### src/rtl/ped_pkg.sv
// package for the percent escape decoder: escape phase codes,
// character constants and the hex digit and code map helpers
// used by percent_escape_decoder_unit
`default_nettype none

package ped_pkg;

  localparam int unsigned ByteW = 8;
  localparam int unsigned MaxResults = 4;
  localparam int unsigned CountW = $clog2(MaxResults + 1);

  localparam logic [ByteW-1:0] PCT_CHAR = 8'h25;
  localparam logic [ByteW-1:0] NUL_CHAR = 8'h00;

  typedef enum logic [1:0] {
    PH_IDLE  = 2'd0,
    PH_PCT   = 2'd1,
    PH_DIGIT = 2'd2
  } phase_t;

  // uppercase hex digit: 0-9 or A-F
  function automatic logic is_hex(input logic [ByteW-1:0] b);
    return ((b >= 8'd48) && (b <= 8'd57)) || ((b >= 8'd65) && (b <= 8'd70));
  endfunction

  function automatic logic [3:0] hex_val(input logic [ByteW-1:0] b);
    logic [ByteW-1:0] v;
    v = 8'd0;
    if ((b >= 8'd48) && (b <= 8'd57)) begin
      v = b - 8'd48;
    end else if ((b >= 8'd65) && (b <= 8'd70)) begin
      v = b - 8'd55;
    end
    return v[3:0];
  endfunction

  // printable codes pass, four high codes fold to punctuation, rest go to zero
  function automatic logic [ByteW-1:0] map_code(input logic [ByteW-1:0] v);
    logic [ByteW-1:0] r;
    if ((v >= 8'h20) && (v <= 8'h7e)) begin
      r = v;
    end else begin
      unique case (v)
        8'h80:   r = 8'h60;
        8'h82:   r = 8'h2c;
        8'h84:   r = 8'h22;
        8'h88:   r = 8'h5e;
        default: r = 8'h00;
      endcase
    end
    return r;
  endfunction

endpackage

`default_nettype wire

### src/rtl/percent_escape_decoder_unit.sv
// percent escape decoder top level: byte stream in, decoded byte stream out
// depends on ped_pkg for phase codes, constants and the code map
`default_nettype none

// Decodes '%' followed by two uppercase hex digits into one mapped byte and
// copies every other byte; a bad or cut-off escape comes out literally, and
// each string (input transfer with s_tlast set) is closed by a NUL result
// with m_tlast set. Each input byte yields zero to four results, which are
// built combinationally, loaded into a four-entry result buffer and leave it
// one per cycle while m_tready is high. A new byte is taken whenever the
// buffer will be empty after the current cycle, so a stream of ordinary
// bytes runs at one byte per cycle while m_tready is high; a byte that
// yields results holds off the next byte until the single output port sends
// the last of them, and a byte that yields none leaves the input ready.
module percent_escape_decoder_unit (
  input  wire logic       clk,
  input  wire logic       rst,
  input  wire logic       s_tvalid,
  output logic            s_tready,
  input  wire logic [7:0] s_tdata,   // [7:0] in_byte
  input  wire logic       s_tlast,   // is_last
  output logic            m_tvalid,
  input  wire logic       m_tready,
  output logic [7:0]      m_tdata,   // [7:0] out_byte
  output logic            m_tlast    // out_last
);

  localparam int unsigned W = ped_pkg::ByteW;
  localparam int unsigned N = ped_pkg::MaxResults;
  localparam int unsigned CW = ped_pkg::CountW;

  ped_pkg::phase_t phase, phase_next;
  logic [W-1:0]    held, held_next;

  logic [W-1:0]    buf_byte [N];
  logic [N-1:0]    buf_last;
  logic [CW-1:0]   buf_count;

  logic [W-1:0]    res_byte [N];
  logic [N-1:0]    res_last;
  logic [CW-1:0]   res_count;

  logic            s_xfer, m_xfer;
  logic            b_hex;

  assign s_xfer = s_tvalid && s_tready;
  assign m_xfer = m_tvalid && m_tready;
  assign b_hex  = ped_pkg::is_hex(s_tdata);

  assign s_tready = (buf_count == '0) || ((buf_count == CW'(1)) && m_tready);
  assign m_tvalid = (buf_count != '0);
  assign m_tdata  = buf_byte[0];
  assign m_tlast  = buf_last[0];

  // next escape phase and held digit
  always_comb begin
    phase_next = phase;
    held_next  = held;
    unique case (phase)
      ped_pkg::PH_PCT: begin
        if (b_hex) begin
          phase_next = ped_pkg::PH_DIGIT;
          held_next  = s_tdata;
        end else begin
          phase_next = (s_tdata == ped_pkg::PCT_CHAR) ? ped_pkg::PH_PCT : ped_pkg::PH_IDLE;
        end
      end
      ped_pkg::PH_DIGIT: begin
        if (b_hex) begin
          phase_next = ped_pkg::PH_IDLE;
        end else begin
          phase_next = (s_tdata == ped_pkg::PCT_CHAR) ? ped_pkg::PH_PCT : ped_pkg::PH_IDLE;
        end
      end
      default: begin
        phase_next = (s_tdata == ped_pkg::PCT_CHAR) ? ped_pkg::PH_PCT : ped_pkg::PH_IDLE;
      end
    endcase
    if (s_tlast) begin
      phase_next = ped_pkg::PH_IDLE;
      held_next  = '0;
    end
  end

  // results of the current input byte, packed from entry 0 up
  always_comb begin
    ped_pkg::phase_t mid;
    for (int i = 0; i < N; i++) begin
      res_byte[i] = '0;
    end
    res_last  = '0;
    res_count = '0;
    mid       = ped_pkg::PH_IDLE;
    unique case (phase)
      ped_pkg::PH_PCT: begin
        if (b_hex) begin
          mid = ped_pkg::PH_DIGIT;
        end else begin
          res_byte[res_count[1:0]] = ped_pkg::PCT_CHAR;
          res_count = res_count + CW'(1);
          if (s_tdata == ped_pkg::PCT_CHAR) begin
            mid = ped_pkg::PH_PCT;
          end else begin
            res_byte[res_count[1:0]] = s_tdata;
            res_count = res_count + CW'(1);
          end
        end
      end
      ped_pkg::PH_DIGIT: begin
        if (b_hex) begin
          res_byte[res_count[1:0]] =
            ped_pkg::map_code({ped_pkg::hex_val(held), ped_pkg::hex_val(s_tdata)});
          res_count = res_count + CW'(1);
        end else begin
          res_byte[res_count[1:0]] = ped_pkg::PCT_CHAR;
          res_count = res_count + CW'(1);
          res_byte[res_count[1:0]] = held;
          res_count = res_count + CW'(1);
          if (s_tdata == ped_pkg::PCT_CHAR) begin
            mid = ped_pkg::PH_PCT;
          end else begin
            res_byte[res_count[1:0]] = s_tdata;
            res_count = res_count + CW'(1);
          end
        end
      end
      default: begin
        if (s_tdata == ped_pkg::PCT_CHAR) begin
          mid = ped_pkg::PH_PCT;
        end else begin
          res_byte[res_count[1:0]] = s_tdata;
          res_count = res_count + CW'(1);
        end
      end
    endcase
    if (s_tlast) begin
      // flush a pending escape literally, then close the string
      if (mid == ped_pkg::PH_PCT) begin
        res_byte[res_count[1:0]] = ped_pkg::PCT_CHAR;
        res_count = res_count + CW'(1);
      end else if (mid == ped_pkg::PH_DIGIT) begin
        res_byte[res_count[1:0]] = ped_pkg::PCT_CHAR;
        res_count = res_count + CW'(1);
        res_byte[res_count[1:0]] = (phase == ped_pkg::PH_PCT) ? s_tdata : held;
        res_count = res_count + CW'(1);
      end
      res_byte[res_count[1:0]] = ped_pkg::NUL_CHAR;
      res_last[res_count[1:0]] = 1'b1;
      res_count = res_count + CW'(1);
    end
  end

  always_ff @(posedge clk) begin
    if (rst) begin
      phase     <= ped_pkg::PH_IDLE;
      held      <= '0;
      buf_count <= '0;
      buf_last  <= '0;
    end else begin
      if (s_xfer) begin
        phase     <= phase_next;
        held      <= held_next;
        buf_count <= res_count;
        buf_last  <= res_last;
      end else if (m_xfer) begin
        buf_count <= buf_count - CW'(1);
        buf_last  <= {1'b0, buf_last[N-1:1]};
      end
    end
  end

  // result payload: loaded on an input transfer, shifted down on each output transfer
  always_ff @(posedge clk) begin
    if (s_xfer) begin
      for (int i = 0; i < N; i++) begin
        buf_byte[i] <= res_byte[i];
      end
    end else if (m_xfer) begin
      for (int i = 0; i < N - 1; i++) begin
        buf_byte[i] <= buf_byte[i+1];
      end
      buf_byte[N-1] <= '0;
    end
  end

  a_count_range: assert property (@(posedge clk) disable iff (rst)
    buf_count <= CW'(N))
    else $error("result buffer count out of range");

  a_term_is_final: assert property (@(posedge clk) disable iff (rst)
    (m_tvalid && m_tlast) |-> (buf_count == CW'(1)))
    else $error("terminator is not the final buffered result");

  a_last_clears: assert property (@(posedge clk) disable iff (rst)
    (s_xfer && s_tlast) |=> (phase == ped_pkg::PH_IDLE) && (held == '0))
    else $error("escape state not cleared after end of string");

  a_load_empty: assert property (@(posedge clk) disable iff (rst)
    s_xfer |-> ((buf_count == '0) || m_xfer))
    else $error("input taken while results still pending");

endmodule

`default_nettype wire
### config.mk
export PLATFORM = sky130hd
export DESIGN_NAME = percent_escape_decoder_unit
export DESIGN_NICKNAME = d
export VERILOG_FILES = /design/src/rtl/ped_pkg.sv /design/src/rtl/percent_escape_decoder_unit.sv
export SDC_FILE = /design/constraint.sdc
export NUM_CORES = 1
export LEC_CHECK = 0
export BUFFER_PORTS_ARGS = -buffer_cell sky130_fd_sc_hd__buf_2
export CAP_MARGIN = 20
export CELL_PAD_IN_SITES_DETAIL_PLACEMENT = 0
export CELL_PAD_IN_SITES_GLOBAL_PLACEMENT = 2
export CORE_ASPECT_RATIO = 0.6
export CORE_MARGIN = 8
export CORE_UTILIZATION = 40
export DETAILED_ROUTE_END_ITERATION = 6
export PLACE_DENSITY = 0.85
export SETUP_SLACK_MARGIN = 0.1
export SYNTH_ARGS = -nofsm -noshare
export SYNTH_HDL_FRONTEND = slang
export SYNTH_SLANG_ARGS = --single-unit
### constraint.sdc
create_clock -name clk -period 8.8 [get_ports clk]
set_input_delay 1.76 -clock clk [delete_from_list [all_inputs] [get_ports clk]]
set_output_delay 1.76 -clock clk [all_outputs]
set_load 0.02 [all_outputs]
## Word-level counts from Yosys, hierarchy flattened

Memory sizes are Yosys's and may differ from the RTL's.
Cells that the tools add are included.

| storage, ports and cells | value |
|---|---|
| bits in registers | 17 |
| input bits | 13 |
| memory bits (writable) | 32 |
| output and inout port bits | 11 |
| memories kept | 1 |
| word-level logic and storage cells | 136 |

| operators by class | value |
|---|---|
| reductions and logical operators | 20 |
| $add $sub $neg | 8 |
| muxes and demuxes | 63 |
| equality and inequality tests | 10 |
| bitwise operators | 12 |
| order comparisons | 18 |

Memory list:

| memory | depth | bits a word | read ports | clocked after Yosys merged registers in | write ports | RTL line | RTL |
|---|---|---|---|---|---|---|---|
| buf_byte | 4 | 8 | 4 | 0 | 4 | percent_escape_decoder_unit.sv:35 | `logic [W-1:0] buf_byte [N];` |

Operators by type and width:

| kind | count |
|---|---|
| $mux W32 | 4 |
| $mux W8 | 15 |
| $demux W8 S2 | 3 |
| $mux W4 | 11 |
| $and A32 B32 Y32 | 1 |
| $bwmux W32 | 1 |
| $eq A8 B8 Y1 const B | 4 |
| $not A32 Y32 | 1 |
| $pmux W8 S2 | 2 |
| $pmux W7 S4 | 1 |
| $ge A8 B6 Y1 const B | 3 |
| $le A8 B7 Y1 const B | 3 |
| $and A20 B20 Y20 | 1 |
| $not A20 Y20 | 1 |
| $mux W3 | 6 |
| $ge A8 B7 Y1 const B | 2 |
| $le A8 B6 Y1 const B | 2 |
| $mux W16 | 1 |
| $mux W14 | 1 |
| $logic_and A1 B1 Y1 | 12 |
| $mux W2 | 6 |
| $or A12 B12 Y12 | 1 |
| $add A3 B1 Y3 const B | 3 |
| $ge A3 B3 Y1 const B | 3 |
| 21 further kinds | 43 |

## Logic depth before layout (Yosys ltp)

Gate-level depths: netlist of run 1.

| logic depth | value |
|---|---|
| word-level depth | 19 |
| gate-level depth with buffers | 17 |
| gate-level depth less buffers | 15 |

## Worst setup path before layout of run 1

Ideal clock, no wire load.

| timing path | value |
|---|---|
| kind | input-to-reg |
| from | input port s_tdata[1] |
| to | memory buf_byte[0][6] (netlist name), data pin |
| cell stages on the path | 17 |
| required time | 8.533 ns |
| arrival time | 4.761 ns |
| buffers on the path | 2 |
| slack | 3.772 ns |
| cells stage by stage | clkbuf_1 -> inv_1 -> ha_1 -> o21bai_1 -> a21oi_1 -> nor2_1 -> nand2_1 -> nor2_1 -> inv_1 -> ha_1 -> clkbuf_1 -> nor3_1 -> o21ai_0 -> a21oi_1 -> o21ai_0 -> o22a_1 -> a21boi_0 |

RTL lines:

| item | RTL line | RTL |
|---|---|---|
| start: declaration | percent_escape_decoder_unit.sv:20 | `input wire logic [7:0] s_tdata,` |
| end: declaration | percent_escape_decoder_unit.sv:35 |  |

==> results.cfg, run 1 <==
[yosys]
synth_xor_area_share_pct = 0.4695
synth-edff-count = 32
synth_cells = 452
post_synth.cell_area_avg_um2 = 8.255
synth-seq-cells = 49
netlist.area_leader.share_pct = 25.75
synth_warnings = 0
synth_top_family_by_area = compound AO/OA/AOI/OAI gates
ys_async_sr_fraction_pct = 0
yosysSeqAreaShare_pct = 34.88
synthAdderAreaFrac_pct = 6.372
yosysMostFrequentCell = nand2_1
yosys.area_share.simple_pct = 22.67
synthDistinctLibCells = 67
yosys-mux-area-fraction_pct = 1.945
synth_ff_type = edfxtp_1
ys_top_cells_by_count = nand2_1, a21oi_1, nor2_1
syn-cell-area_um2 = 3731
synth_top_cell_by_area = edfxtp_1
synth.area.top_cells = edfxtp_1, dfxtp_1, ha_1
synth_compound_area_share_pct = 28.30
synth_nets = 484

[clock_tree]
cts_tree = done
cts_root_buf = clkbuf_16
postCtsSetupRepairBufs = 0
clock-sinks = 49
cts-resized-gates = 0
cts_buffers = 5
clk_path_buf_depth = 2
clk_latency_ns = 0.29
hold_buffers = 0
htreeDepth = 2
cts.reportedPaths.clkPinSlew_ns = 0.07

[global_routing]
grt_usage_pct = 18.77
grt_max_degree = 36
antenna_found_initial = 0
grt-ovfl-total = 0
grt_pass1_vias = 3313
grt_pass1_wl_um = 19140

[timing]
period_needed_ns = 5.467
slew_headroom_pct = 49.61
hold_violations = 0
grt_setup_unrepaired = no
holdWs_ns = 0.4929
layout_setup_ws_ns = 3.333
tns_ns = 0
setup_viol = 0
tightest_slew_ns = 0.7537
timing.fmax_mhz = 182.9
fin_skew_ns = 0.005731
finalMaxSlewViolations = 0
finalCritPeriodShare_pct = 62.12

[worst_setup_path]
crit_type = input port to register
critPathMaxFanout = 14
cp_data_required_time_ns = 8.85
r2r_cells = 13
start_kind = input port
worstReg2RegEnd = buf_byte[1][4]
crit_path_end_kind = register
worstSetupStartpoint = s_tdata[0]
crit_arrival_ns = 5.52
rrSetupSlack_ns = 4.79
rr_startpoint = phase[0]
endpoint = buf_byte[1][4]

[detailed_routing]
post-route-drc-count = 0
wl_um = 12020
antenna_left = 0
avgRoutedWirePerCell_um = 21.06
dr.pass1.iters = 5
drtIter0Drc = 488
vias_per_cell = 6.313
vias = 3605

[job]
max_cap_viol_count = 0

[die]
die-width_um = 140.7
io_pins = 24
die_y_um = 90.81
start_util_pct = 40.91
fp-row-count = 27
die_area_um2 = 12780
core_area_um2 = 9121

[place]
gp_congestion = 0.9030
dp_hpwl_um = 8987
preCtsSetupSlack_ns = 3.136
portBuffers = 23

[cells_and_area]
utilization_pct = 44.54
layout.nets = 486
drive_above_1_share_pct = 10.99
area_growth_pct = 8.887
antenna_cells = 0

[power_and_ir_drop]
power.density_nw_per_um2 = 192.5
cellLeakagePower_nw = 1.382
vdd_drop_max_mv = 0.08251

[min_path]
hp-class = register to register
holdCritStartpoint = buf_last[2]

[outcome]
status = finished clean
==> flip-flops by register name, summed over array words and instances (netlist names) <==
| register | cells |
|---|---|
| phase | 2 |
| buf_byte | 32 |
| held | 8 |
| buf_last | 4 |
| buf_count | 3 |
==> per-layer routing <==
layer	vias up	share of wire (%)	GRT usage, %
li1	1716	-	-
met1	1711	52	29.70
met2	170	37	24.13
met3	8	10	5.752
met4	0	0.44	1.779
met5	-	0	0
==> worst min-delay path by stage <==
stage | slack, ns | cells past startpoint | to
final | 0.49 | 2 | buf_last[2]
after global routing | 0.52 | 2 | buf_last[3]
after CTS | 0.49 | 2 | buf_last[2]
after detailed placement | 0.48 | 2 | buf_last[2]
after global placement | 0.47 | 2 | buf_last[2]
after floorplan | 0.46 | 2 | buf_last[2]
==> cell families after synthesis <==
logic type,Yosys count
AOI/OAI and AO/OA,158
xor gates and xnor gates,2
adders and majority gates,19
buffers and inverters,50
DFF,49
muxes,7
other,1
and+or+nand+nor,166
==> final cells by class <==
| cell class | instances | area, um2 |
|---|---|---|
| clock buffers | 6 | 128.9 |
| clock inverters | 2 | 38.79 |
| fillers | 928 | 5059 |
| inverters | 18 | 67.56 |
| multi-input cells | 353 | 2236 |
| flip-flops and latches | 49 | 1301 |
| well taps | 116 | 145.1 |
| repair buffers | 27 | 145.1 |
==> critical path, cell delays in order <==
cell	delay [ns]
buf_2	0.26
inv_1	0.16
ha_1	0.23
o21bai_1	0.22
a21oi_1	0.20
nor2_1	0.24
nand2_1	0.18
nor2_1	0.38
inv_1	0.12
ha_1	0.29
nand3_1	0.09
o21ai_0	0.11
a31oi_1	0.61
a211o_1	0.32
o221ai_1	0.16
o21a_1	0.16
==> cells in the final DEF (no fill, tap or decap), drive strengths merged, types with 5 or more instances in the layout <==
cell type,synthesis,layout
a211oi,8,8
a21o,6,6
a21oi,40,40
a22oi,13,13
a311oi,9,9
a31oi,5,5
and3,6,6
buf,7,27
clkbuf,25,6
dfxtp,17,17
edfxtp,32,32
ha,19,19
inv,18,18
mux2i,5,5
nand2,53,53
nand2b,5,5
nand3,14,14
nand4,5,5
nor2,36,36
nor3,12,12
nor4,8,8
o2111ai,5,5
o211ai,6,6
o21ai,32,32
o22ai,8,8
==> report_power, final <==
group	switching [mW]	leakage [nW]	internal (mW)	total, mW
logic	0.152	0.841	0.0582	0.210
registers	0.0204	0.460	0.327	0.347
clock network	0.0903	0.0810	0.135	0.225
total	0.262	1.38	0.520	0.782
==> metrics by stage <==
step / cell area [um2] / instances / power (mW)
after global routing: 4063 / 571 / 0.8217
after detailed placement: 3895 / 563 / 0.5607
after global placement: 3895 / 563 / 0.5610
after CTS: 4063 / 571 / 0.7876
final: 4063 / 571 / 0.7820
after floorplan: 3731 / 452 / 0.4877
No activity file was read; power rests on OpenSTA's default activity.
==> run 2, diff against run 1 <==
--- a/config.mk
+++ b/config.mk
@@ -11,9 +11,9 @@
 export CELL_PAD_IN_SITES_GLOBAL_PLACEMENT = 2
 export CORE_ASPECT_RATIO = 0.6
 export CORE_MARGIN = 8
-export CORE_UTILIZATION = 40
+export CORE_UTILIZATION = 37
 export DETAILED_ROUTE_END_ITERATION = 6
-export PLACE_DENSITY = 0.85
+export PLACE_DENSITY = 0.8
 export SETUP_SLACK_MARGIN = 0.1
 export SYNTH_ARGS = -nofsm -noshare
 export SYNTH_HDL_FRONTEND = slang
==> constraint.sdc (replaced) <==
create_clock -name clk -period 5.2 [get_ports clk]
set_input_delay 1.04 -clock clk [delete_from_list [all_inputs] [get_ports clk]]
set_output_delay 1.04 -clock clk [all_outputs]
set_load 0.02 [all_outputs]
==> run 2 against run 1 <==
Compared with the run above:
- global-route usage is 0.96 points lower
- cell count is 3.9% higher
- sequential share of layout area is 0.36 points lower
- worst setup slack worse by 2.7 ns
- first-iteration DRC count is 26% lower
- via count is 1.2% lower
- sequential power is 70% higher
==> results.cfg, run 2 (same netlist as run 1, synthesis figures left out) <==
[clock_tree]
clk_path_buf_depth = 2
cts_buffers = 5
postCtsSetupRepairBufs = 0
clk_latency_ns = 0.30
clock-sinks = 49
cts_tree = done
hold_buffers = 0
cts-resized-gates = 0
cts.reportedPaths.clkPinSlew_ns = 0.07
htreeDepth = 2
cts_root_buf = clkbuf_16

[detailed_routing]
post-route-drc-count = 0
avgRoutedWirePerCell_um = 20.63
vias_per_cell = 6.003
antenna_left = 0
dr.pass1.iters = 6
drtIter0Drc = 361
wl_um = 12230
vias = 3560

[power_and_ir_drop]
pwr-share-seq_pct = 44.5
p_sw_mw = 0.4425
netSwitchingFraction_pct = 33.45
cellLeakagePower_nw = 1.397
power.total_mw = 1.323
vdd_drop_max_mv = 0.2027
power.density_nw_per_um2 = 321.9
share_comb_of_total_power_pct = 26.8
power.internal_mw = 0.8802
power_frac_clock_pct = 28.7

[die]
start_util_pct = 37.90
die-width_um = 145.6
die_area_um2 = 13660
die_y_um = 93.79
fp-row-count = 28
core_area_um2 = 9844
io_pins = 24

[outcome]
status = finished clean

[cells_and_area]
multi_input_area_um2 = 2236
final.fill_count = 1024
regMostFlops = buf_byte
mostFrequentLayoutCell = nand2_1
layout.nets = 489
antenna_cells = 0
drive_above_1_share_pct = 11.57
area_growth_pct = 10.13
final_cell_mix = nand2_1, a21oi_1, nor2_1, edfxtp_1, o21ai_0
largest_reg_flops = 32
register_area_um2 = 1301
reg_top3 = buf_byte: 32 flops, held: 8 flops, buf_last: 4 flops

[worst_setup_path]
start_kind = input port
r2r_cells = 13
cp_data_required_time_ns = 5.25
critPathMaxStageDelay_ns = 0.57
rr_startpoint = phase[0]
worstReg2RegEnd = buf_byte[1][4]
crit_type = input port to register
critPathMaxFanout = 10
worstSetupStartpoint = s_tdata[1]
path_cells = buf_2 -> inv_1 -> ha_1 -> nor3b_1 -> nor4_2 -> nor2_1 -> nand2_1 -> nor2_1 -> inv_1 -> ha_1 -> nand3_1 -> o21ai_0 -> a31oi_1 -> a211o_1 -> o221ai_1 -> o21a_1
rrSetupSlack_ns = 1.23
crit_arrival_ns = 4.65
cp_slowest_cell = a31oi_1
crit_path_end_kind = register
endpoint = buf_byte[1][4]

[place]
portBuffers = 23
preCtsSetupSlack_ns = 0.3380
gp_congestion = 0.9102
dp_hpwl_um = 9315

[timing]
tightest_slew_ns = 0.9097
finalMaxSlewViolations = 0
slew_headroom_pct = 39.29
tns_ns = 0
layout_setup_ws_ns = 0.5956
fin_skew_ns = 0.008203
finalCritPeriodShare_pct = 88.55
timing.fmax_mhz = 217.2
setup_viol = 0
grt_setup_unrepaired = no
period_needed_ns = 4.604
hold_violations = 0

[job]
max_cap_viol_count = 0

[global_routing]
grt_pass1_vias = 3243
grt_pass1_wl_um = 18900
grt_usage_pct = 17.81
grt-ovfl-total = 0
antenna_found_initial = 0
grt_max_degree = 33

[min_path]
hp-class = register to register
run 2: worst min-delay path by stage:
stage / cells after the start / to / slack (ns) / start
finish: 2 / buf_last[2] / 0.49 / buf_last[2]
global route: 2 / buf_last[2] / 0.51 / buf_last[2]
CTS: 2 / buf_last[2] / 0.49 / buf_last[2]
detailed placement: 2 / buf_last[2] / 0.48 / buf_last[2]
global placement: 2 / buf_last[2] / 0.48 / buf_last[2]
floorplan: 2 / buf_last[2] / 0.46 / buf_last[2]
run 2: worst max-delay path, delay by kind of cell:
kind,cells,cell delay [ns]
adders and majority gates,2,0.54
AOI/OAI and AO/OA,5,1.34
and+or+nand+nor,6,1.23
buffers and inverters,3,0.50
run 2: final cells by class:
cell class / instances / share of cell area [%]
Clock buffer: 6 / 3.136
Clock inverter: 2 / 0.9440
Inverter: 18 / 1.644
Multi-Input combinational cell: 353 / 54.42
Sequential cell: 49 / 31.67
Tap cell: 135 / 4.111
Timing Repair Buffer: 30 / 4.080
run 2: through the flow:
| stage | hold slack [ns] | cell area (um2) | std cells | util [%] |
|---|---|---|---|---|
| finish | 0.4933 | 4109 | 593 | 41.74 |
| global route | 0.5088 | 4109 | 593 | 41.74 |
| CTS | 0.4928 | 4109 | 593 | 41.74 |
| detailed placement | 0.4834 | 3941 | 585 | 40.04 |
| global placement | 0.4754 | 3941 | 585 | 40.04 |
| floorplan | 0.4587 | 3731 | 452 | - |
run 2: power by group through the flow:
stage          logic (mW)  registers (mW)  clock network (mW)
2_1_floorplan       0.206           0.620                   0
3_3_place_gp        0.355           0.597                   0
3_5_place_dp        0.356           0.598                   0
4_1_cts             0.357           0.590               0.386
5_1_grt             0.388           0.599               0.404
6_report            0.354           0.589               0.380
run 2: per-layer routing:
layer	vias to the layer above	wire length, um	global-route usage [%]
met1	1672	6152	27.72
met2	162	4632	23.34
met5	-	0	0
li1	1714	-	-
met4	0	87	2.756
met3	12	1361	5.051
